`src/rtl/stli_pkg.sv`:
```
`default_nettype none
// ----------------------------------------------------------------------------
// stli_pkg: shared types and codes for the breakpoint table interpolator
// Status codes, command codes and the divider request bundle.
// ----------------------------------------------------------------------------
package stli_pkg;

  localparam logic [1:0] CMD_CLEAR = 2'd0;
  localparam logic [1:0] CMD_LOAD  = 2'd1;
  localparam logic [1:0] CMD_QUERY = 2'd2;

  localparam logic [2:0] ST_LOADED  = 3'd0;
  localparam logic [2:0] ST_CLEARED = 3'd1;
  localparam logic [2:0] ST_EXACT   = 3'd2;
  localparam logic [2:0] ST_INTERP  = 3'd3;
  localparam logic [2:0] ST_CLAMPED = 3'd4;
  localparam logic [2:0] ST_EMPTY   = 3'd5;
  localparam logic [2:0] ST_FULL    = 3'd6;

  // numerator magnitude: 17-bit by 17-bit product
  localparam int NUM_W = 34;
  localparam int DEN_W = 17;

  typedef struct packed {
    logic              start;
    logic [NUM_W-1:0]  num_mag;
    logic [DEN_W-1:0]  den;
  } div_req_t;

endpackage
`default_nettype wire

```
`src/rtl/sorted_table_linear_interpolator_top.sv`:
```
`default_nettype none
// ----------------------------------------------------------------------------
// sorted_table_linear_interpolator_top: breakpoint table with linear lookup
// Loads, sorts and interpolates over a table of signed (x, y) pairs.
// ----------------------------------------------------------------------------
// Issue a beat with start while busy is low; one result beat comes back on
// done, held for one cycle only, and the receiver cannot stall it. Clear,
// load and a query on an empty table answer in the cycle after the accepting
// edge and leave busy low. Command code 3 is taken and dropped with no result.
// A query scans the table entry by entry, a read state then a compare state,
// until it hits, and an interpolated one then registers the product and runs
// the serial divider; the first query after loads first runs a selection sort
// through the single-port table memories. Both scan and sort are set by the
// one table read port.
// ----------------------------------------------------------------------------
module sorted_table_linear_interpolator_top #(
  parameter int TABLE_DEPTH = 64
) (
  input  wire logic        clk,
  input  wire logic        rst,
  input  wire logic        start,
  output logic             busy,
  input  wire logic [1:0]  command,
  input  wire logic signed [15:0] x_value,
  input  wire logic signed [15:0] y_value,
  output logic             done,
  output logic [2:0]       status,
  output logic signed [15:0] y_result,
  output logic [6:0]       entry_count
);

  localparam int AW = $clog2(TABLE_DEPTH);
  localparam int CW = $clog2(TABLE_DEPTH + 1);
  localparam int NW = stli_pkg::NUM_W;

  localparam logic [3:0] S_IDLE  = 4'd0;
  localparam logic [3:0] S_SI    = 4'd1;  // sort: read candidate i
  localparam logic [3:0] S_SJ    = 4'd2;  // sort: compare candidate
  localparam logic [3:0] S_SW0   = 4'd3;  // sort: read entry i
  localparam logic [3:0] S_SW1   = 4'd4;  // sort: write best to i
  localparam logic [3:0] S_SW2   = 4'd5;  // sort: write old i to best
  localparam logic [3:0] S_QR    = 4'd6;  // scan: issue read
  localparam logic [3:0] S_QC    = 4'd7;  // scan: compare
  localparam logic [3:0] S_DIV   = 4'd8;
  localparam logic [3:0] S_DWAIT = 4'd9;
  localparam logic [3:0] S_SWR   = 4'd10;

  logic [3:0]     state;
  logic [CW-1:0]  count;
  logic           is_sorted;
  logic [CW-1:0]  i, j;
  logic [AW-1:0]  best;
  logic signed [15:0] bx, by, px, py, q;
  logic           we;
  logic [AW-1:0]  addr;
  logic [15:0]    wx, wy, rx, ry;
  logic           first;
  logic signed [16:0] dq, dy;
  logic signed [33:0] prod;
  logic           neg;
  stli_pkg::div_req_t dreq;
  logic           ddone;
  logic [NW-1:0]  quot;

  stli_ram #(.WIDTH(16), .DEPTH(TABLE_DEPTH)) u_ram_x (
    .clk(clk), .we(we), .addr(addr), .wdata(wx), .rdata(rx));
  stli_ram #(.WIDTH(16), .DEPTH(TABLE_DEPTH)) u_ram_y (
    .clk(clk), .we(we), .addr(addr), .wdata(wy), .rdata(ry));
  stli_div u_div (.clk(clk), .rst(rst), .req(dreq), .done(ddone), .quot(quot));

  assign busy = (state != S_IDLE);
  assign entry_count = 7'(count);

  // memory port steering per state
  always_comb begin
    we   = 1'b0;
    addr = j[AW-1:0];
    wx   = x_value;
    wy   = y_value;
    case (state)
      S_IDLE: begin
        addr = count[AW-1:0];
        we   = start && !busy && command == stli_pkg::CMD_LOAD &&
               count < CW'(TABLE_DEPTH);
      end
      S_SI:   addr = i[AW-1:0];
      S_SW0:  addr = i[AW-1:0];
      S_SW1: begin
        addr = i[AW-1:0]; we = 1'b1; wx = bx; wy = by;
      end
      S_SW2: begin
        addr = best; we = 1'b1; wx = px; wy = py;
      end
      default: addr = j[AW-1:0];
    endcase
  end

  // signed product operands
  always_comb begin
    dq   = 17'(q) - 17'(px);
    dy   = 17'(by) - 17'(py);
  end

  // sequencer
  always_ff @(posedge clk) begin
    if (rst) begin
      state     <= S_IDLE;
      count     <= '0;
      is_sorted <= 1'b1;
      done      <= 1'b0;
      dreq.start <= 1'b0;
    end else begin
      done       <= 1'b0;
      dreq.start <= 1'b0;
      case (state)
        S_IDLE: begin
          if (start) begin
            q <= x_value;
            y_result <= '0;
            case (command)
              stli_pkg::CMD_CLEAR: begin
                count <= '0; is_sorted <= 1'b1;
                status <= stli_pkg::ST_CLEARED; done <= 1'b1;
              end
              stli_pkg::CMD_LOAD: begin
                if (count < CW'(TABLE_DEPTH)) begin
                  count <= count + 1'b1; is_sorted <= 1'b0;
                  status <= stli_pkg::ST_LOADED;
                end else begin
                  status <= stli_pkg::ST_FULL;
                end
                done <= 1'b1;
              end
              stli_pkg::CMD_QUERY: begin
                if (count == '0) begin
                  status <= stli_pkg::ST_EMPTY; done <= 1'b1;
                end else if (!is_sorted) begin
                  i <= '0; j <= '0; state <= S_SI;
                end else begin
                  j <= '0; first <= 1'b1; state <= S_QR;
                end
              end
              default: ;
            endcase
          end
        end
        // sort: start pass at i, best = i; finish the sort once i reaches count
        S_SI: begin
          if (i == count) begin
            is_sorted <= 1'b1; j <= '0; first <= 1'b1; state <= S_QR;
          end else begin
            j <= i; best <= i[AW-1:0]; first <= 1'b1; state <= S_SJ;
          end
        end
        S_SJ: begin
          // j was addressed last cycle; compare its data
          if (first || $signed(rx) < bx) begin
            bx <= rx; by <= ry; best <= j[AW-1:0];
          end
          first <= 1'b0;
          if (j + 1'b1 == count) begin
            state <= S_SW0;
          end else begin
            j <= j + 1'b1; state <= S_SWR;
          end
        end
        S_SWR: state <= S_SJ;
        S_SW0: state <= S_SW1;
        S_SW1: begin
          px <= rx; py <= ry; state <= S_SW2;
        end
        S_SW2: begin
          i <= i + 1'b1; state <= S_SI;
        end
        // scan: wait for the registered read data
        S_QR: state <= S_QC;
        S_QC: begin
          if ($signed(rx) == q) begin
            status <= stli_pkg::ST_EXACT; y_result <= ry;
            done <= 1'b1; state <= S_IDLE;
          end else if (first && q < $signed(rx)) begin
            status <= stli_pkg::ST_CLAMPED; y_result <= ry;
            done <= 1'b1; state <= S_IDLE;
          end else if (!first && q < $signed(rx) && $signed(px) < q) begin
            bx <= rx; by <= ry; state <= S_DIV;
          end else if (j + 1'b1 == count) begin
            status <= stli_pkg::ST_CLAMPED; y_result <= ry;
            done <= 1'b1; state <= S_IDLE;
          end else begin
            px <= rx; py <= ry; first <= 1'b0;
            j <= j + 1'b1; state <= S_QR;
          end
        end
        // register the product, then start the divider on magnitudes
        S_DIV: begin
          prod <= 34'(dq) * 34'(dy);
          state <= S_DWAIT;
          first <= 1'b1;
        end
        S_DWAIT: begin
          if (first) begin
            first <= 1'b0;
            neg <= prod[33];
            dreq.start   <= 1'b1;
            dreq.num_mag <= prod[33] ? NW'(-prod) : NW'(prod);
            dreq.den     <= 17'(bx) - 17'(px);
          end else if (ddone) begin
            status <= stli_pkg::ST_INTERP;
            y_result <= py + (neg ? -16'(quot) : 16'(quot));
            done <= 1'b1; state <= S_IDLE;
          end
        end
        default: state <= S_IDLE;
      endcase
    end
  end

endmodule
`default_nettype wire

```
`src/rtl/stli_ram.sv`:
```
`default_nettype none
// ----------------------------------------------------------------------------
// stli_ram: generic single-port RAM
// One write and one read per cycle, registered read data (old word on a write).
// ----------------------------------------------------------------------------
module stli_ram #(
  parameter int WIDTH = 32,
  parameter int DEPTH = 64
) (
  input  wire logic                     clk,
  input  wire logic                     we,
  input  wire logic [$clog2(DEPTH)-1:0] addr,
  input  wire logic [WIDTH-1:0]         wdata,
  output logic      [WIDTH-1:0]         rdata
);

  logic [WIDTH-1:0] mem [DEPTH];

  // write one word and read the old word at the same address
  always_ff @(posedge clk) begin
    if (we) begin
      mem[addr] <= wdata;
    end
    rdata <= mem[addr];
  end

endmodule
`default_nettype wire

```
`src/rtl/stli_div.sv`:
```
`default_nettype none
// ----------------------------------------------------------------------------
// stli_div: unsigned restoring divider
// One quotient bit per cycle over the numerator magnitude.
// ----------------------------------------------------------------------------
module stli_div (
  input  wire logic               clk,
  input  wire logic               rst,
  input  wire stli_pkg::div_req_t req,
  output logic                    done,
  output logic [stli_pkg::NUM_W-1:0] quot
);

  localparam int NW = stli_pkg::NUM_W;
  localparam int DW = stli_pkg::DEN_W;

  logic [NW-1:0]       num;
  logic [DW-1:0]       den;
  logic [DW:0]         rem;
  logic [$clog2(NW):0] cnt;
  logic                run;
  logic [DW:0]         trial;

  assign trial = {rem[DW-1:0], num[NW-1]};

  // shift in one numerator bit, subtract when it fits
  always_ff @(posedge clk) begin
    if (rst) begin
      run  <= 1'b0;
      done <= 1'b0;
    end else begin
      done <= 1'b0;
      if (req.start) begin
        run  <= 1'b1;
        num  <= req.num_mag;
        den  <= req.den;
        rem  <= '0;
        quot <= '0;
        cnt  <= '0;
      end else if (run) begin
        num <= {num[NW-2:0], 1'b0};
        if (trial >= {1'b0, den}) begin
          rem  <= trial - {1'b0, den};
          quot <= {quot[NW-2:0], 1'b1};
        end else begin
          rem  <= trial;
          quot <= {quot[NW-2:0], 1'b0};
        end
        cnt <= cnt + 1'b1;
        if (cnt == ($clog2(NW)+1)'(NW - 1)) begin
          run  <= 1'b0;
          done <= 1'b1;
        end
      end
    end
  end

endmodule
`default_nettype wire
```
`config.mk`:
```
export PLATFORM = sky130hd
export DESIGN_NAME = sorted_table_linear_interpolator_top
export DESIGN_NICKNAME = d
export VERILOG_FILES = /design/src/rtl/stli_pkg.sv /design/src/rtl/sorted_table_linear_interpolator_top.sv /design/src/rtl/stli_ram.sv /design/src/rtl/stli_div.sv
export SDC_FILE = /design/constraint.sdc
export NUM_CORES = 2
export LEC_CHECK = 0
export ABC_AREA = 1
export BUFFER_PORTS_ARGS = -buffer_cell sky130_fd_sc_hd__buf_2
export CORE_ASPECT_RATIO = 0.5
export CORE_MARGIN = 2
export CORE_UTILIZATION = 30
export CTS_CLUSTER_DIAMETER = 200
export CTS_CLUSTER_SIZE = 12
export DETAILED_ROUTE_END_ITERATION = 7
export HOLD_SLACK_MARGIN = 0.02
export PLACE_DENSITY_LB_ADDON = 0.25
export SLEW_MARGIN = 0
export SYNTH_ARGS = -nofsm -noshare
export SYNTH_HDL_FRONTEND = slang
export SYNTH_SLANG_ARGS = --single-unit
```
`constraint.sdc`:
```
create_clock -name clk -period 9.6 [get_ports clk]
set_input_delay 1.44 -clock clk [delete_from_list [all_inputs] [get_ports clk]]
set_output_delay 1.44 -clock clk [all_outputs]
set_load 0.05 [all_outputs]
```
Word-level counts from Yosys, hierarchy flattened
Memories as Yosys holds them, arrays and structs flattened. A register that Yosys moved wholly into a read port is not among the register bits.
Cells that the tools add are included.
{"block": "word_totals", "ram_bits": 2048, "n_memories": 2, "output_inout_bits": 28, "regBits": 313, "input_bits": 37}
{"block": "classes", "mul": 1, "n_addsub": 11, "eq_ne": 38, "n_reduce_logical": 46, "bitwise": 3, "mux": 115, "order_cmp": 5}
{"memory": "u_ram_x.mem", "words": 64, "word_bits": 16, "read_ports": 1, "rd_ports_with_merged_regs": 1, "write_ports": 1, "line_no": "stli_ram.sv:17", "source": "logic [WIDTH-1:0] mem [DEPTH];"}
{"memory": "u_ram_y.mem", "words": 64, "word_bits": 16, "read_ports": 1, "rd_ports_with_merged_regs": 1, "write_ports": 1, "line_no": "stli_ram.sv:17"}
{"op": "2-to-1 mux 16 bit", "n": 25}
{"op": "case mux 16 bit (2 select lines)", "n": 6}
{"op": "2-to-1 mux 34 bit", "n": 3}
{"op": "2-to-1 mux 7 bit", "n": 14}
{"op": "2-to-1 mux 52 bit", "n": 1}
{"op": "subtractor 16 x 16 -> 17 bit", "n": 3}
{"op": "less-than comparator 16 bit", "n": 3}
{"op": "case mux 16 bit (3 select lines)", "n": 1}
{"op": "case mux 4 bit (11 select lines)", "n": 1}
{"op": "2-to-1 mux 3 bit", "n": 12}
{"op": "2-to-1 mux 4 bit", "n": 9}
{"op": "multiplier 17 x 17 -> 34 bit", "n": 1}
{"op": "2-to-1 mux 17 bit", "n": 2}
{"op": "negator 34 bit", "n": 1}
{"op": "adder 7 x 1 -> 7 bit (second input constant)", "n": 4}
{"op": "case mux 7 bit (2 select lines)", "n": 2}
{"op": "case mux 7 bit (4 select lines)", "n": 1}
{"op": "2-to-1 mux 1 bit", "n": 26}
{"op": "inequality test 2 bit (second input constant)", "n": 13}
{"op": ">= comparator 18 x 17 -> 1 bit", "n": 1}
{"op": "case mux 3 bit (3 select lines)", "n": 2}
{"op": "case mux 6 bit (3 select lines)", "n": 1}
{"op": "AND reduction 6 bit", "n": 3}
{"op": "subtractor 17 bit", "n": 1}
{"op": "42 further kinds", "n": 83}

Longest topological paths before layout
{"block": "depth", "ltp_word": 8, "depth_mapped": 39}

Hierarchy
Synthesis repeated with hierarchy kept, for this count alone.
{"block": "hier_totals", "hier_cells": 11982, "hier_area_um2": 117664.1}
{"mod": "stli_ram", "area_per_inst_um2": 43570.5, "n_inst": 2, "cells_per_inst": 4259}
{"mod": "sorted_table_linear_interpolator_top", "area_per_inst_um2": 24669.9, "n_inst": 1, "cells_per_inst": 2807}
{"mod": "stli_div", "area_per_inst_um2": 5853.1, "n_inst": 1, "cells_per_inst": 657}

Worst setup path before layout
Ideal clock, no wire load.
{"block": "synth_path", "path_type": "reg-to-reg", "from": "reg px[0]", "to": "reg prod[32] (data pin)", "setup_time_ns": 0.262, "t_arrival_ns": 7.224, "required_time_ns": 9.338, "setup_slack_ns": 2.114, "stages_incl_launch_ff": 35, "path_buffers": 1, "path_cell_list": "edfxtp_1 ha_1 fa_1 o21ai_0 nand2_1 nand2_1 a21boi_0 o21ai_1 a21oi_1 o21ai_1 inv_1 buf_2 nor2_1 inv_1 fa_1 inv_1 fa_1 inv_1 fa_1 inv_1 fa_1 fa_1 inv_1 fa_1 inv_1 ha_1 nand2_1 nor2_1 and3_1 nand3_1 nand3_1 nand2_1 o211ai_1 a21oi_1 xor2_1"}
{"block": "synth_via", "elab_chain_cells": 2}
{"element": "from (decl)", "line_no": "sorted_table_linear_interpolator_top.sv:53", "source": "logic signed [15:0] bx, by, px, py, q;"}
{"element": "from (signal assigned)", "line_no": "sorted_table_linear_interpolator_top.sv:170", "source": "px <= rx; py <= ry; state <= S_SW2;"}
{"element": "from (signal assigned)", "line_no": "sorted_table_linear_interpolator_top.sv:190", "source": "px <= rx; py <= ry; first <= 1'b0;"}
{"element": "subtractor 16 x 16 -> 17 bit", "line_no": "sorted_table_linear_interpolator_top.sv:100", "source": "dq = 17'(q) - 17'(px);"}
{"element": "multiplier 17 x 17 -> 34 bit", "line_no": "sorted_table_linear_interpolator_top.sv:196", "source": "prod <= 34'(dq) * 34'(dy);"}
{"element": "to (signal assigned)", "line_no": "sorted_table_linear_interpolator_top.sv:196"}
{"element": "to (decl)", "line_no": "sorted_table_linear_interpolator_top.sv:59", "source": "logic signed [33:0] prod;"}
Every way passes these cells.
A chain may end at the register's enable or synchronous reset.

Worst setup path after layout
Same ends and word-level chain as after synthesis.

==> reports/results.tsv <==
metric	value	unit
vias	86709	
floorplan.rows	163	
worstMarginPinSlew	1.244	ns
antenna_found_initial	37	
h-tree-depth	4	
synth_top_area_frac	0.5945	
ys_types	57	
holdCritStartpoint	dreq[4]	
p_leak	53.03	nW
synth-main-ff-cell	edfxtp_1	
ios	65	
power_density	357.6	nW/um2
max-vdd-ir-drop	1.212	mV
postCtsSetupBuffers	0	
cts_hold_buf	0	
worstPathArrival	9.20	ns
hold_class	reg2reg	
setup_viol	0	
cp_common_cell	fa_1	
p_comb_frac	0.542	
setup_ws	1.016	ns
syn-num-nets	12417	
max_freq	116.5	MHz
die_height	448.3	um
power.switching	20.77	mW
finClkSkew	0.1338	ns
path_class	reg2reg	
wirelength	410800	um
numPortBuffers	64	
min_period	8.584	ns
synthToLayoutAreaGrowth	11.14	%
synth_seq_cells	2393	
slew_violations	0	
dieArea	400200	um2
min_period_over_period	0.8941	
fin_util	0.3343	
clockRootBuffer	clkbuf_16	
ys_seq_area_frac	0.6026	
hold_viol_final	0	
start_util	0.3008	
cp-start-kind	register	
cts_tree	yes	
cp.required	10.21	ns
hpwl	247200	um
dr.pass1.iters	6	
slew_headroom	0.1684	
tns	0	ns
cts_buffer_depth	4	
status	complete, no violations	
swShare	0.4412	
grt_max_degree	168	
numCtsBuffers	225	
worstSetupEndpointType	register	
netlist_area	118400	um2
stdcell_area	131600	um2
grt_pass1_wl	595700	um
final_antenna_net_count	0	
pre_cts_ws	1.042	ns
rsz0062_at_grt	no	
syn_area_per_cell	9.979	um2
path_max_fanout	11	
grt_overflow	0	
wl_per_cell	24.03	um
die_w	892.6	um
clkTransAtPathRegs	0.07	ns
cts_resized	0	
slowest_stage	fa_1	
clkPwrFrac	0.175	
globalplace.congestion	0.8685	
crit_start	px[0]	
p_seq_frac	0.282	
vias_per_cell	5.072	
placed_area	125500	um2
drt_iter0_markers	9590	
finalNetCount	12268	
ys_async_sr_fraction	0	
grt_usage	0.1988	
synth_top_area_cell	edfxtp_1	
yosys_warnings	0	
synth_cells	11869	
clk_latency	0.96	ns
drcViolationCount	0	
reg2reg_from	px[0]	
coreArea	393800	um2
cts_sinks	2393	
internal_power	26.30	mW
drive_above_1_share	0.05983	
synth-edff-count	2345	
drv_cap	0	
cp_slowest_stage_delay	0.79	ns
synth_area_leaders	edfxtp_1, nand2_1, nand4_1	
grt_pass1_vias	83143	
worst paths after layout:
check	to	slack [ns]	depth (start not counted)
setup / recovery	prod[32]	1.02	32
hold / removal	u_div.den[4]	0.42	0
setup reg to reg	prod[32]	1.02	32
hold reg to reg	u_div.den[4]	0.42	0
sequential cells by signal (all words and copies together), names as in the netlist, 17 cells and up:
| name | cells |
|---|---|
| u_ram_x.mem | 1024 |
| prod | 34 |
| u_div.num | 34 |
| u_div.rem | 17 |
| u_ram_y.mem | 1024 |
| u_div.den | 17 |
| dreq | 52 |
final cells by class:
type,count,area (um2)
fill,39785,262200
sequential,2393,71380
multi-input combinational,8131,42630
tap,5280,6606
clock buffer,300,5954
timing repair buffer,328,2477
inverter,641,2429
clock inverter,7,118.9
antenna,17,42.54
kinds of logic (layout without fill, tap and decap cells):
logic type                 count (synthesis)  count (layout)  share of synthesized area
and+or+nand+nor                         7070            7070                     0.2487
DFF                                     2393            2393                     0.6026
buffers and inverters                   1345            1276                    0.04496
adders and majority gates                511             511                    0.07306
AOI/OAI and AO/OA                        401             401                    0.01968
xor gates and xnor gates                 149             149                    0.01102
other                                      0              17                          0
Yosys cell counts (16+ instances only):
master,n
nand2_1,5441
edfxtp_1,2345
nand4_1,1023
inv_1,607
nor2_1,433
clkbuf_1,400
fa_1,301
ha_1,210
buf_2,206
a21oi_1,166
o21ai_0,120
xor2_1,100
buf_1,93
nand3_1,82
xnor2_1,49
dfxtp_1,48
nor3_1,35
inv_2,20
o211ai_1,19
nor4_1,18
o221ai_1,16
power groups by stage:
stage	Clock (mW)	Sequential, mW	Combinational [mW]
5_1_grt	8.77	13.3	29.0
3_5_place_dp	0	13.5	25.8
3_3_place_gp	0	13.5	25.9
4_1_cts	8.39	13.3	25.8
6_report	8.25	13.3	25.5
2_1_floorplan	0	13.5	18.1
worst max-delay path, delay by kind of cell (launching register included):
kind / cells / cell delay [ns]
fa+ha+maj: 9 / 4.32
simple gates: 10 / 1.30
compound gates: 7 / 1.47
buf+inv: 5 / 0.66
flops: 1 / 0.43
xor+xnor: 1 / 0.15
cell usage in the layout, fill, tap and decap left out, types with 7 or more instances in the layout:
cell       netlist  routed
o21ai_0        120     119
o211ai_1        19      19
a31oi_1         14      14
nor4_1          18      13
diode_2          0      17
a21oi_1        166     165
clkbuf_16        0     227
a211oi_1         7       7
nor3_1          35      34
nand2_1       5441    5439
fa_1           301     301
or2_2            8       8
buf_2          206      64
ha_1           210     210
o21bai_1         9       9
edfxtp_1      2345    2345
clkinv_1        14      13
inv_2           20      19
nand4_1       1023    1023
nor3_4           1       8
a21o_1           8       8
inv_1          607     606
xor2_1         100     100
o221ai_4         0      16
nand3_1         82      81
buf_12           0      14
dfxtp_1         48      47
nor2_1         433     369
xnor2_1         49      49
nor2_4           1      63
buf_4            5     250
clkbuf_1       400      73
through the flow:
| step | total power, mW | hold slack [ns] | instances |
|---|---|---|---|
| finish | 47.07 | 0.4190 | 17097 |
| floorplan | 31.52 | 0.4003 | 11869 |
| CTS | 47.51 | 0.4174 | 17080 |
| detailed placement | 39.28 | 0.4045 | 16773 |
| global route | 51.02 | 0.4326 | 17083 |
| global placement | 39.36 | 0.4060 | 16773 |
routing by layer:
layer	vias up	GRT usage	part of all wire
met2	3131	0.3183	0.45
met5	-	0	0.00011
met1	43434	0.2834	0.45
met3	554	0.02490	0.068
li1	39584	-	-
met4	6	0.05915	0.032
Note: power is estimated with default switching activity, not from simulation.
